File: src/rtl/aar_div.sv
// ----------------------------------------------------------------------------
// aar_div: pipelined restoring divider
// One quotient bit per stage; needs num >> QW below den.
// ----------------------------------------------------------------------------
module aar_div #(
  parameter int DW = 32,
  parameter int QW = 32
) (
  input  logic             clk,
  input  logic             en,
  input  logic [DW+QW-1:0] num,
  input  logic [DW-1:0]    den,
  output logic [QW-1:0]    quo
);

  logic [DW-1:0] rem [QW];
  logic [QW-1:0] low [QW];
  logic [QW-1:0] qb  [QW];
  logic [DW-1:0] dv  [QW];

  for (genvar k = 0; k < QW; k++) begin : g_step
    logic [DW-1:0] rem_in;
    logic [QW-1:0] low_in;
    logic [QW-1:0] q_in;
    logic [DW-1:0] d_in;
    logic [DW:0]   t;
    logic [DW:0]   diff;
    logic          ge;

    if (k == 0) begin : g_first
      assign rem_in = num[DW+QW-1:QW];
      assign low_in = num[QW-1:0];
      assign q_in   = '0;
      assign d_in   = den;
    end else begin : g_next
      assign rem_in = rem[k-1];
      assign low_in = low[k-1];
      assign q_in   = qb[k-1];
      assign d_in   = dv[k-1];
    end

    assign t    = {rem_in, low_in[QW-1]};
    assign ge   = t >= {1'b0, d_in};
    assign diff = t - {1'b0, d_in};

    always_ff @(posedge clk) begin
      if (en) begin
        rem[k] <= ge ? diff[DW-1:0] : t[DW-1:0];
        low[k] <= {low_in[QW-2:0], 1'b0};
        qb[k]  <= {q_in[QW-2:0], ge};
        dv[k]  <= d_in;
      end
    end
  end

  assign quo = qb[QW-1];

endmodule

File: config.mk
export PLATFORM = sky130hd
export DESIGN_NAME = aar_div
export DESIGN_NICKNAME = d
export VERILOG_FILES = /design/src/rtl/aar_div.sv
export SDC_FILE = /design/constraint.sdc
export NUM_CORES = 2
export LEC_CHECK = 0
export ABC_AREA = 0
export BUFFER_PORTS_ARGS = -buffer_cell sky130_fd_sc_hd__buf_2
export CORE_MARGIN = 2
export CORE_UTILIZATION = 45
export CTS_CLUSTER_DIAMETER = 50
export DETAILED_ROUTE_END_ITERATION = 7
export GPL_TIMING_DRIVEN = 0
export SLEW_MARGIN = 10
export SYNTH_ARGS = -nofsm -noshare
export SYNTH_HDL_FRONTEND = slang
export SYNTH_SLANG_ARGS = --single-unit
File: constraint.sdc
create_clock -name clk -period 5.4 [get_ports clk]
set_clock_uncertainty 0.15 [all_clocks]
set_input_delay 0.27 -clock clk [delete_from_list [all_inputs] [get_ports clk]]
set_output_delay 0.27 -clock clk [all_outputs]
set_load 0.1 [all_outputs]
==> flow_summary.ini <==
[floorplanning]
coreArea_um2 = 345900
fp.dieW_um = 593.2
die-area_um2 = 351900
start_util = 0.4516
num_rows = 216
die-height_um = 593.2
io_pins = 130

[clock_tree]
ctsHtreeMaxLevel = 5
clock-root-buffer = clkbuf_16
clock_latency_ps = 950
clock_sinks = 3008
clk_pin_slew_worst_paths_ps = 60
cts_tree = built
cts_buffers = 394
clockBufferDepth = 4

[sta]
min_period_ps = 4988
finalSetupViolations = 0
tns_ps = 0
finalMaxSlewViolations = 0
rsz0062_at_grt = false
hold_viol_final = 0
finalCritPeriodShare = 0.9238
tightest_slew_ps = 1083
slew_headroom = 0.2591
maxClockFrequency_mhz = 200.5

[final_layout]
n_fill_cell = 30290
fin_nets = 15080
drive_above_1_share = 0.08777
area_growth_pct = 14.11
final-seq-area_um2 = 90330
final_area_um2 = 178300
multi_input_comb_area_um2 = 59850

[detailed_routing]
drc = 0
m1WireLength_mm = 162.7
vias = 101800
wl_per_cell_um = 19.46
wl_met2_mm = 176.0
route.met3.wl_mm = 15.69
dr.pass1.iters = 6
drt_iter0_drc = 8529
viasPerCell = 5.405
detail-route-antenna-nets = 0
finalWirelength_mm = 366.6
routed.top_layer = met4

[outcome]
outcome = finished, final reports clean

[worst_setup_path]
critical_path_class = flop to flop
rr_worst_depth = 12
worstSetupEndpoint = rem[0][120]$_DFFE_PP_
setup.worst_path.end_class = flop
reg2reg_to = rem[0][120]$_DFFE_PP_
startpoint = rem[0][66]$_DFFE_PP_
crit_fanout = 11
ff2ff_setup_slack_ps = 410
required_ps = 5900
critPathArrivalTime_ps = 5490
worstSetupStartpointType = flop
r2r_start = rem[0][66]$_DFFE_PP_

[global_routing]
grt_max_degree = 168
grt_pass1_vias = 97280
globalRouteOverflowTotal = 0
grt_pass1_wl_mm = 561.9
grt.total_usage = 0.2042
antenna_found_initial = 8

[job]
maxCapViolations = 0

[yosys]
synth.avg_cell_area_um2 = 11.86
syn_nets = 14330
synth_flop_cell = edfxtp_1
synth_edf_count = 3008
ys_ff_latch = 3008
netlist_area_um2 = 156200
ys_seq_area_frac = 0.5782
syn-instance-count = 13170
yosys.cell_types.count = 95
yosysWarnings = 0
async_flop_share = 0

[place]
place_area_um2 = 163200
port_buffers = 129
dp_hpwl_mm = 272.6
routabilityCongestion = 0.8855

[pwr]
p_leak_nw = 71.27
vdd_drop_max_v = 0.0003238
powerDensity_nw_per_um2 = 614.0

[hold_path]
hp-class = primary input to flop
cell type report:
class | instances | area share
clock buffers | 438 | 0.05672
clock inverters | 289 | 0.01624
flip-flops and latches | 3008 | 0.5067
inverters | 1274 | 0.02683
repair buffers | 352 | 0.01846
well taps | 4578 | 0.03213
diodes | 8 | 0.0001123
multi-input cells | 8580 | 0.3357
plain buffers | 312 | 0.007033
worst min path at each step:
stage	from	to	slack, ps	cells after the start
after floorplan	den[0]	dv[0][0]$_DFFE_PP_	220	0
after global placement	qb[1][445]$_DFFE_PP_	qb[1][478]$_DFFE_PP_	250	0
after detailed placement	low[0][69]$_DFFE_PP_	low[0][101]$_DFFE_PP_	250	0
after CTS	num[50]	rem[0][19]$_DFFE_PP_	4	4
after global routing	num[62]	rem[0][31]$_DFFE_PP_	50	4
final	num[57]	rem[0][26]$_DFFE_PP_	90	4
worst max-delay path, cell delays in order, from the launching register on:
cell       delay [ps]
edfxtp_1          430
ha_1              370
a21o_1            190
a21oi_1           260
a211oi_1          170
o21ai_0           390
a2111oi_0         270
o21ai_0           510
a31oi_1           180
nor3_1            620
clkbuf_2          440
clkbuf_1          510
o21ai_0           190
sequential cells by signal (all words and copies together), names as in the netlist:
register and count:
qb 528, dv 992, low 496, rem 992
through the flow:
stage	setup WS [ps]	std cells	util	hold WS (ps)	power [W]
detailed placement	-412.3	17900	0.4717	254.5	0.08381
global placement	-45320	17880	0.4700	250.3	0.08586
floorplan	1719	13170	-	218.9	0.07043
global route	113.1	18840	0.5153	46.71	0.1170
finish	411.5	18840	0.5153	88.60	0.1094
CTS	13.37	18830	0.5151	4.154	0.1102
synthesized netlist by cell type, types with 164 or more instances:
master	n	area, um^2
xor2_1	374	3276
inv_1	1274	4782
nand4_1	173	1082
nor2_1	702	2635
edfxtp_1	3008	90330
o21a_1	172	1291
a21o_1	529	3971
o21ai_0	890	4454
nor2b_1	176	1101
nor3_1	164	820.8
nand2_1	968	3633
clkbuf_1	264	991.0
ha_1	1024	12810
nand3_1	210	1051
a21oi_1	1038	5195
xnor2_1	430	3766
mux2_2	330	3716
layer usage:
layer	GRT usage	vias to the layer above
met2	0.3447	2229
met1	0.2743	48780
met5	0	-
met3	0.02346	567
li1	-	50250
met4	0.06707	0
report_power, final:
group          switching (W)  total [W]  leakage (nW)  internal, W
clock                 0.0106     0.0256          6.31       0.0150
sequential           0.00359     0.0374          29.4       0.0338
combinational         0.0272     0.0465          35.5       0.0193
total                 0.0414      0.109          71.3       0.0680
placed cells by master, fill, tap and decap left out, types with 173 or more instances in the layout:
cell type and n:
a21o_1 529, edfxtp_1 3008, xnor2_1 430, xor2_1 374
o21ai_0 890, nor2_1 702, nand2_1 968, ha_1 1024
nand3_1 210, clkbuf_16 400, inv_1 1274, dlygate4sd3_1 200
a21oi_1 1038, nand4_1 173, clkbuf_1 302, mux2_2 330
nor2b_1 176
timing repair:
item	CTS	global route
resized for setup	0	4
hold buffers	200	0
buffers inserted	0	0
endpoints found under the setup margin	0	178
endpoints found under the hold margin	181	0
cells by family (layout without fill, tap and decap cells):
kind of cell / count (synthesis) / in the layout / share of synthesized area
compound gates: 3491 / 3491 / 0.1397
flops: 3008 / 3008 / 0.5782
simple gates: 2867 / 2867 / 0.08632
buf+inv: 1586 / 2665 / 0.03862
fa+ha+maj: 1055 / 1055 / 0.08599
xor+xnor: 804 / 804 / 0.04508
mux: 363 / 363 / 0.02599
other cells: 0 / 8 / 0
Power figures use the tool's default switching activity.
