--- src/rtl/aar_pkg.sv ---
// ----------------------------------------------------------------------------
// aar_pkg: shared constants for the axis-angle rotation matrix block
// Fixed-point scales, pipeline depths and Taylor divisors.
// ----------------------------------------------------------------------------
package aar_pkg;

  localparam logic [31:0] PI_Q30   = 32'd3373259426;
  localparam logic [30:0] Q30_ONE  = 31'h4000_0000;
  localparam logic [15:0] Q14_ONE  = 16'd16384;

  localparam int TAYLOR_TERMS = 6;
  // fold, square, three stages per term, quadrant
  localparam int SC_LAT       = 3 + 3 * TAYLOR_TERMS;
  localparam int DIV_QW       = 32;
  localparam int SQRT_STEPS   = 32;

  function automatic int sin_fact(input int k);
    return (2 * k) * (2 * k + 1);
  endfunction

  function automatic int cos_fact(input int k);
    return (2 * k - 1) * (2 * k);
  endfunction

endpackage

--- src/rtl/aar_sqrt.sv ---
// ----------------------------------------------------------------------------
// aar_sqrt: pipelined integer square root
// Floor root of a 62-bit value, one result bit per stage.
// ----------------------------------------------------------------------------
module aar_sqrt
  import aar_pkg::*;
(
  input  logic        clk,
  input  logic        en,
  input  logic [61:0] m,
  output logic [30:0] root
);

  logic [63:0] nr [SQRT_STEPS];
  logic [63:0] rr [SQRT_STEPS];

  for (genvar j = 0; j < SQRT_STEPS; j++) begin : g_step
    localparam logic [63:0] BIT = 64'd1 << (62 - 2 * j);
    logic [63:0] n_in;
    logic [63:0] r_in;
    logic [63:0] trial;
    logic        ge;

    if (j == 0) begin : g_first
      assign n_in = 64'(m);
      assign r_in = '0;
    end else begin : g_next
      assign n_in = nr[j-1];
      assign r_in = rr[j-1];
    end

    assign trial = r_in + BIT;
    assign ge    = n_in >= trial;

    always_ff @(posedge clk) begin
      if (en) begin
        nr[j] <= ge ? n_in - trial : n_in;
        rr[j] <= ge ? (r_in >> 1) + BIT : r_in >> 1;
      end
    end
  end

  assign root = rr[SQRT_STEPS-1][30:0];

endmodule

--- config.mk ---
export PLATFORM = sky130hd
export DESIGN_NAME = aar_sqrt
export DESIGN_NICKNAME = d
export VERILOG_FILES = /design/src/rtl/aar_pkg.sv /design/src/rtl/aar_sqrt.sv
export SDC_FILE = /design/constraint.sdc
export NUM_CORES = 2
export LEC_CHECK = 0
export ABC_AREA = 0
export BUFFER_PORTS_ARGS = -buffer_cell sky130_fd_sc_hd__buf_2
export CAP_MARGIN = 15
export CORE_MARGIN = 5
export CORE_UTILIZATION = 40
export DETAILED_ROUTE_END_ITERATION = 8
export GPL_TIMING_DRIVEN = 0
export RECOVER_POWER = 100
export SYNTH_ARGS = -nofsm -noshare
export SYNTH_HDL_FRONTEND = slang
export SYNTH_SLANG_ARGS = --single-unit
--- constraint.sdc ---
create_clock -name clk -period 3.85 [get_ports clk]
set_clock_uncertainty 0.15 [all_clocks]
set_input_delay 0.1925 -clock clk [delete_from_list [all_inputs] [get_ports clk]]
set_output_delay 0.1925 -clock clk [all_outputs]
set_load 0.05 [all_outputs]
==> reports/metrics.yaml <==
dp_hpwl_microns: 236000
cp_cell_sequence: "or4_4 -> or4b_4 -> or4_1 -> nor2_1 -> and4_4 -> o31ai_4 -> buf_6 -> buf_4 -> clkbuf_4 -> nor2_1 -> a21oi_1"
cts_buffer_depth: 4
route.met2.wl_microns: 170000
final_core_util_pct: 46.3
design_area_sq_mm: 0.136
synthDistinctLibCells: 88
remaining_drc_errors: 0
placed_cell_area_sq_mm: 0.124
drive_gt1_share_pct: 10.0
start_util_pct: 40.2
die_area_sq_mm: 0.307
rsz0062_at_grt: "true"
finalCritPeriodShare_pct: 101
power_density_mw_per_mm2: 576
top_layer: "met5"
wl_met1_microns: 113000
min_period_ns: 3.88
post-synth-top-count-cell: "edfxtp_1"
synth-simple-area-share_pct: 12.3
maxSlewViolCount: 1595
wl_microns: 312000
port_buffers: 94
dp.cells: 13399
yosys.area.top_type: "edfxtp_1"
syn_area_sq_mm: 0.118
htree_levels: 5
grt.overflow.total: 0
cpPeakStageDelay_ns: 0.58
drt_iter0_markers: 5373
dieHeight_microns: 554
synth_compound_area_share_pct: 8.99
via_count: 76165
violations: "max-capacitance violations, max-slew violations, negative setup slack"
synthArstFlopShare_pct: 0
synth_enable_flop_cells: 2477
hold_viol: 0
wl_per_cell_microns: 22.2
rows: 199
met3_length_microns: 10400
ys.flop_type: "edfxtp_1"
gp_congestion: 0.961
crit_arrival_ns: 4.25
worstMarginPinSlew_ns: 3.87
layoutNonFillerInstCount: 14042
worstSetupPathType: "flop to flop"
postRouteAntennaNets: 0
slowest_stage: "or4_4"
worst_path_most_repeated_cell: "nor2_1"
cts_root_buf: "clkbuf_16"
path_buf_inv: 3
first_global_vias: 77613
grt_pass1_wl_microns: 471000
fmax_mhz: 258
synth_xor_area_share_pct: 6.47
cap_violations: 10
crit_family: "simple AND/OR/NAND/NOR gates"
path_clk_slew_ns: 0.06
ys_warn_count: 0
crit_fanout: 10
grt_use_total_pct: 19.8
postSynthCellCount: 9365
avgSynthCellArea_sq_um: 12.6
muxShareOfSynthArea_pct: 1.02
startpoint_type: "flop"
vdd_drop_max_v: 0.000465
clock_latency_ns: 0.85
p_leak_nw: 50.3
syn_nets: 9954
cts_tree: "yes"
die_w_microns: 554
synthTopCellsByArea: "edfxtp_1 (63%), ha_1 (5.6%), xnor2_1 (3.6%)"
worstPathRequired_ns: 4.22
core_area_sq_mm: 0.294
critPathCaptureType: "flop"
nNetsFinal: 10512
worst_slack_ns: -0.0277
yosysSeqAreaShare_pct: 62.9
grt_max_degree: 198
yosys.area_share.adder_pct: 5.55
antenna_found_initial: 6
cts_buffers: 275
io-pin-count: 95
clock_sinks: 2477
drtPass1Iterations: 6
yosysTopAreaCellShare_pct: 62.9
synth_top_family_by_area: "simple AND/OR/NAND/NOR gates"
area_delta_synth_final_pct: 15.2
setup-violations-final: 2
maxSlewHeadroom_pct: -158
synth_seq_cells: 2477
status: "finished with violations"
avgViaCountPerCell: 5.42
pre_cts_ws_ns: -2.57
yosys-top-cells-count: "edfxtp_1 (2,477), inv_1 (660), nor2_1 (617), nand2_1 (583), a21oi_1 (559)"
hp-class: "primary input to flop"
finalPower_mw: 78.5
-- registers in the layout, indices dropped and copies added, names as in the netlist --
register and flops:
nr 1981, rr 496
-- cell usage in the layout (no fill, tap or decap), types with 49 or more instances in the layout --
cell	netlist	final
a21o_1	199	199
a21oi_1	559	538
buf_2	6	78
buf_4	0	71
clkbuf_1	166	152
clkbuf_16	0	279
clkinv_1	2	52
dlygate4sd3_1	0	125
edfxtp_1	2477	2477
ha_1	525	497
inv_1	660	659
mux2_2	93	88
nand2_1	583	577
nand2b_1	98	98
nand3_1	193	188
nand4_1	144	144
nor2_1	617	612
nor2b_1	62	62
nor3_1	282	261
nor4_1	307	268
o21a_1	105	104
o21ai_0	418	401
o21bai_1	50	49
or3_1	107	104
or4_1	86	76
xnor2_1	489	487
xor2_1	384	384
-- layer usage --
layer / up-vias / GRT usage [%]
li1: 36242 / -
met1: 37223 / 20.9
met2: 2001 / 38.6
met3: 697 / 2.12
met4: 2 / 10.2
met5: - / 0
-- power by group --
group	switching (mW)	internal, mW	total (mW)	leakage (nW)
clock network	10.7	15.1	25.8	4.25
logic	9.61	6.42	16.0	22.2
registers	2.80	33.9	36.7	23.8
-- worst paths after layout --
kind,from,to,slack [ns],depth (start not counted)
min,en,nr[10][45],0.11,4
max reg2reg,nr[26][50],nr[27][32],-0.03,11
min reg2reg,rr[13][94],rr[14][29],0.27,0
max,nr[26][50],nr[27][32],-0.03,11
-- stage by stage --
step / TNS [ns] / hold slack [ns]
floorplan: 0 / 0.141
global placement: - / 0.223
detailed placement: -1271.17 / 0.221
CTS: -0.0108 / 0.00747
global route: -2.12 / 0.159
finish: -0.0490 / 0.109
-- worst register-to-register path: cells and delay by family (launching register included) --
family / cells / cell delay, ns
buffers and inverters: 3 / 0.56
AO/OA/AOI/OAI: 2 / 0.14
flip-flops: 1 / 0.44
AND/OR/NAND/NOR: 6 / 2.28
-- kinds of logic after synthesis --
family                   count (synthesis)
AND/OR/NAND/NOR                       2812
flip-flops                            2477
AO/OA/AOI/OAI                         1710
XOR/XNOR                               873
buffers and inverters                  860
adder cells (fa/ha/maj)                525
multiplexers                           108
-- layout make-up --
class                      instances  area (sq um)
tap                             3919          4900
antenna                            3          7.51
inverter                         664          2510
clock inverter                   160          1630
multi-input combinational       6028         42300
timing repair buffer             320          2610
clock buffer                     314          7110
fill                           26049        158000
buffer                           157           791
sequential                      2477         74400
-- timing repair --
action                     in CTS  in global routing
gates cloned                    3                  0
setup endpoints to repair    1152                482
hold buffers                  128                  0
hold endpoints to repair      316                  0
setup buffers                  47                 27
pin swaps                      41                 39
resized for setup             318                161
No activity file was read; power rests on OpenSTA's default activity.
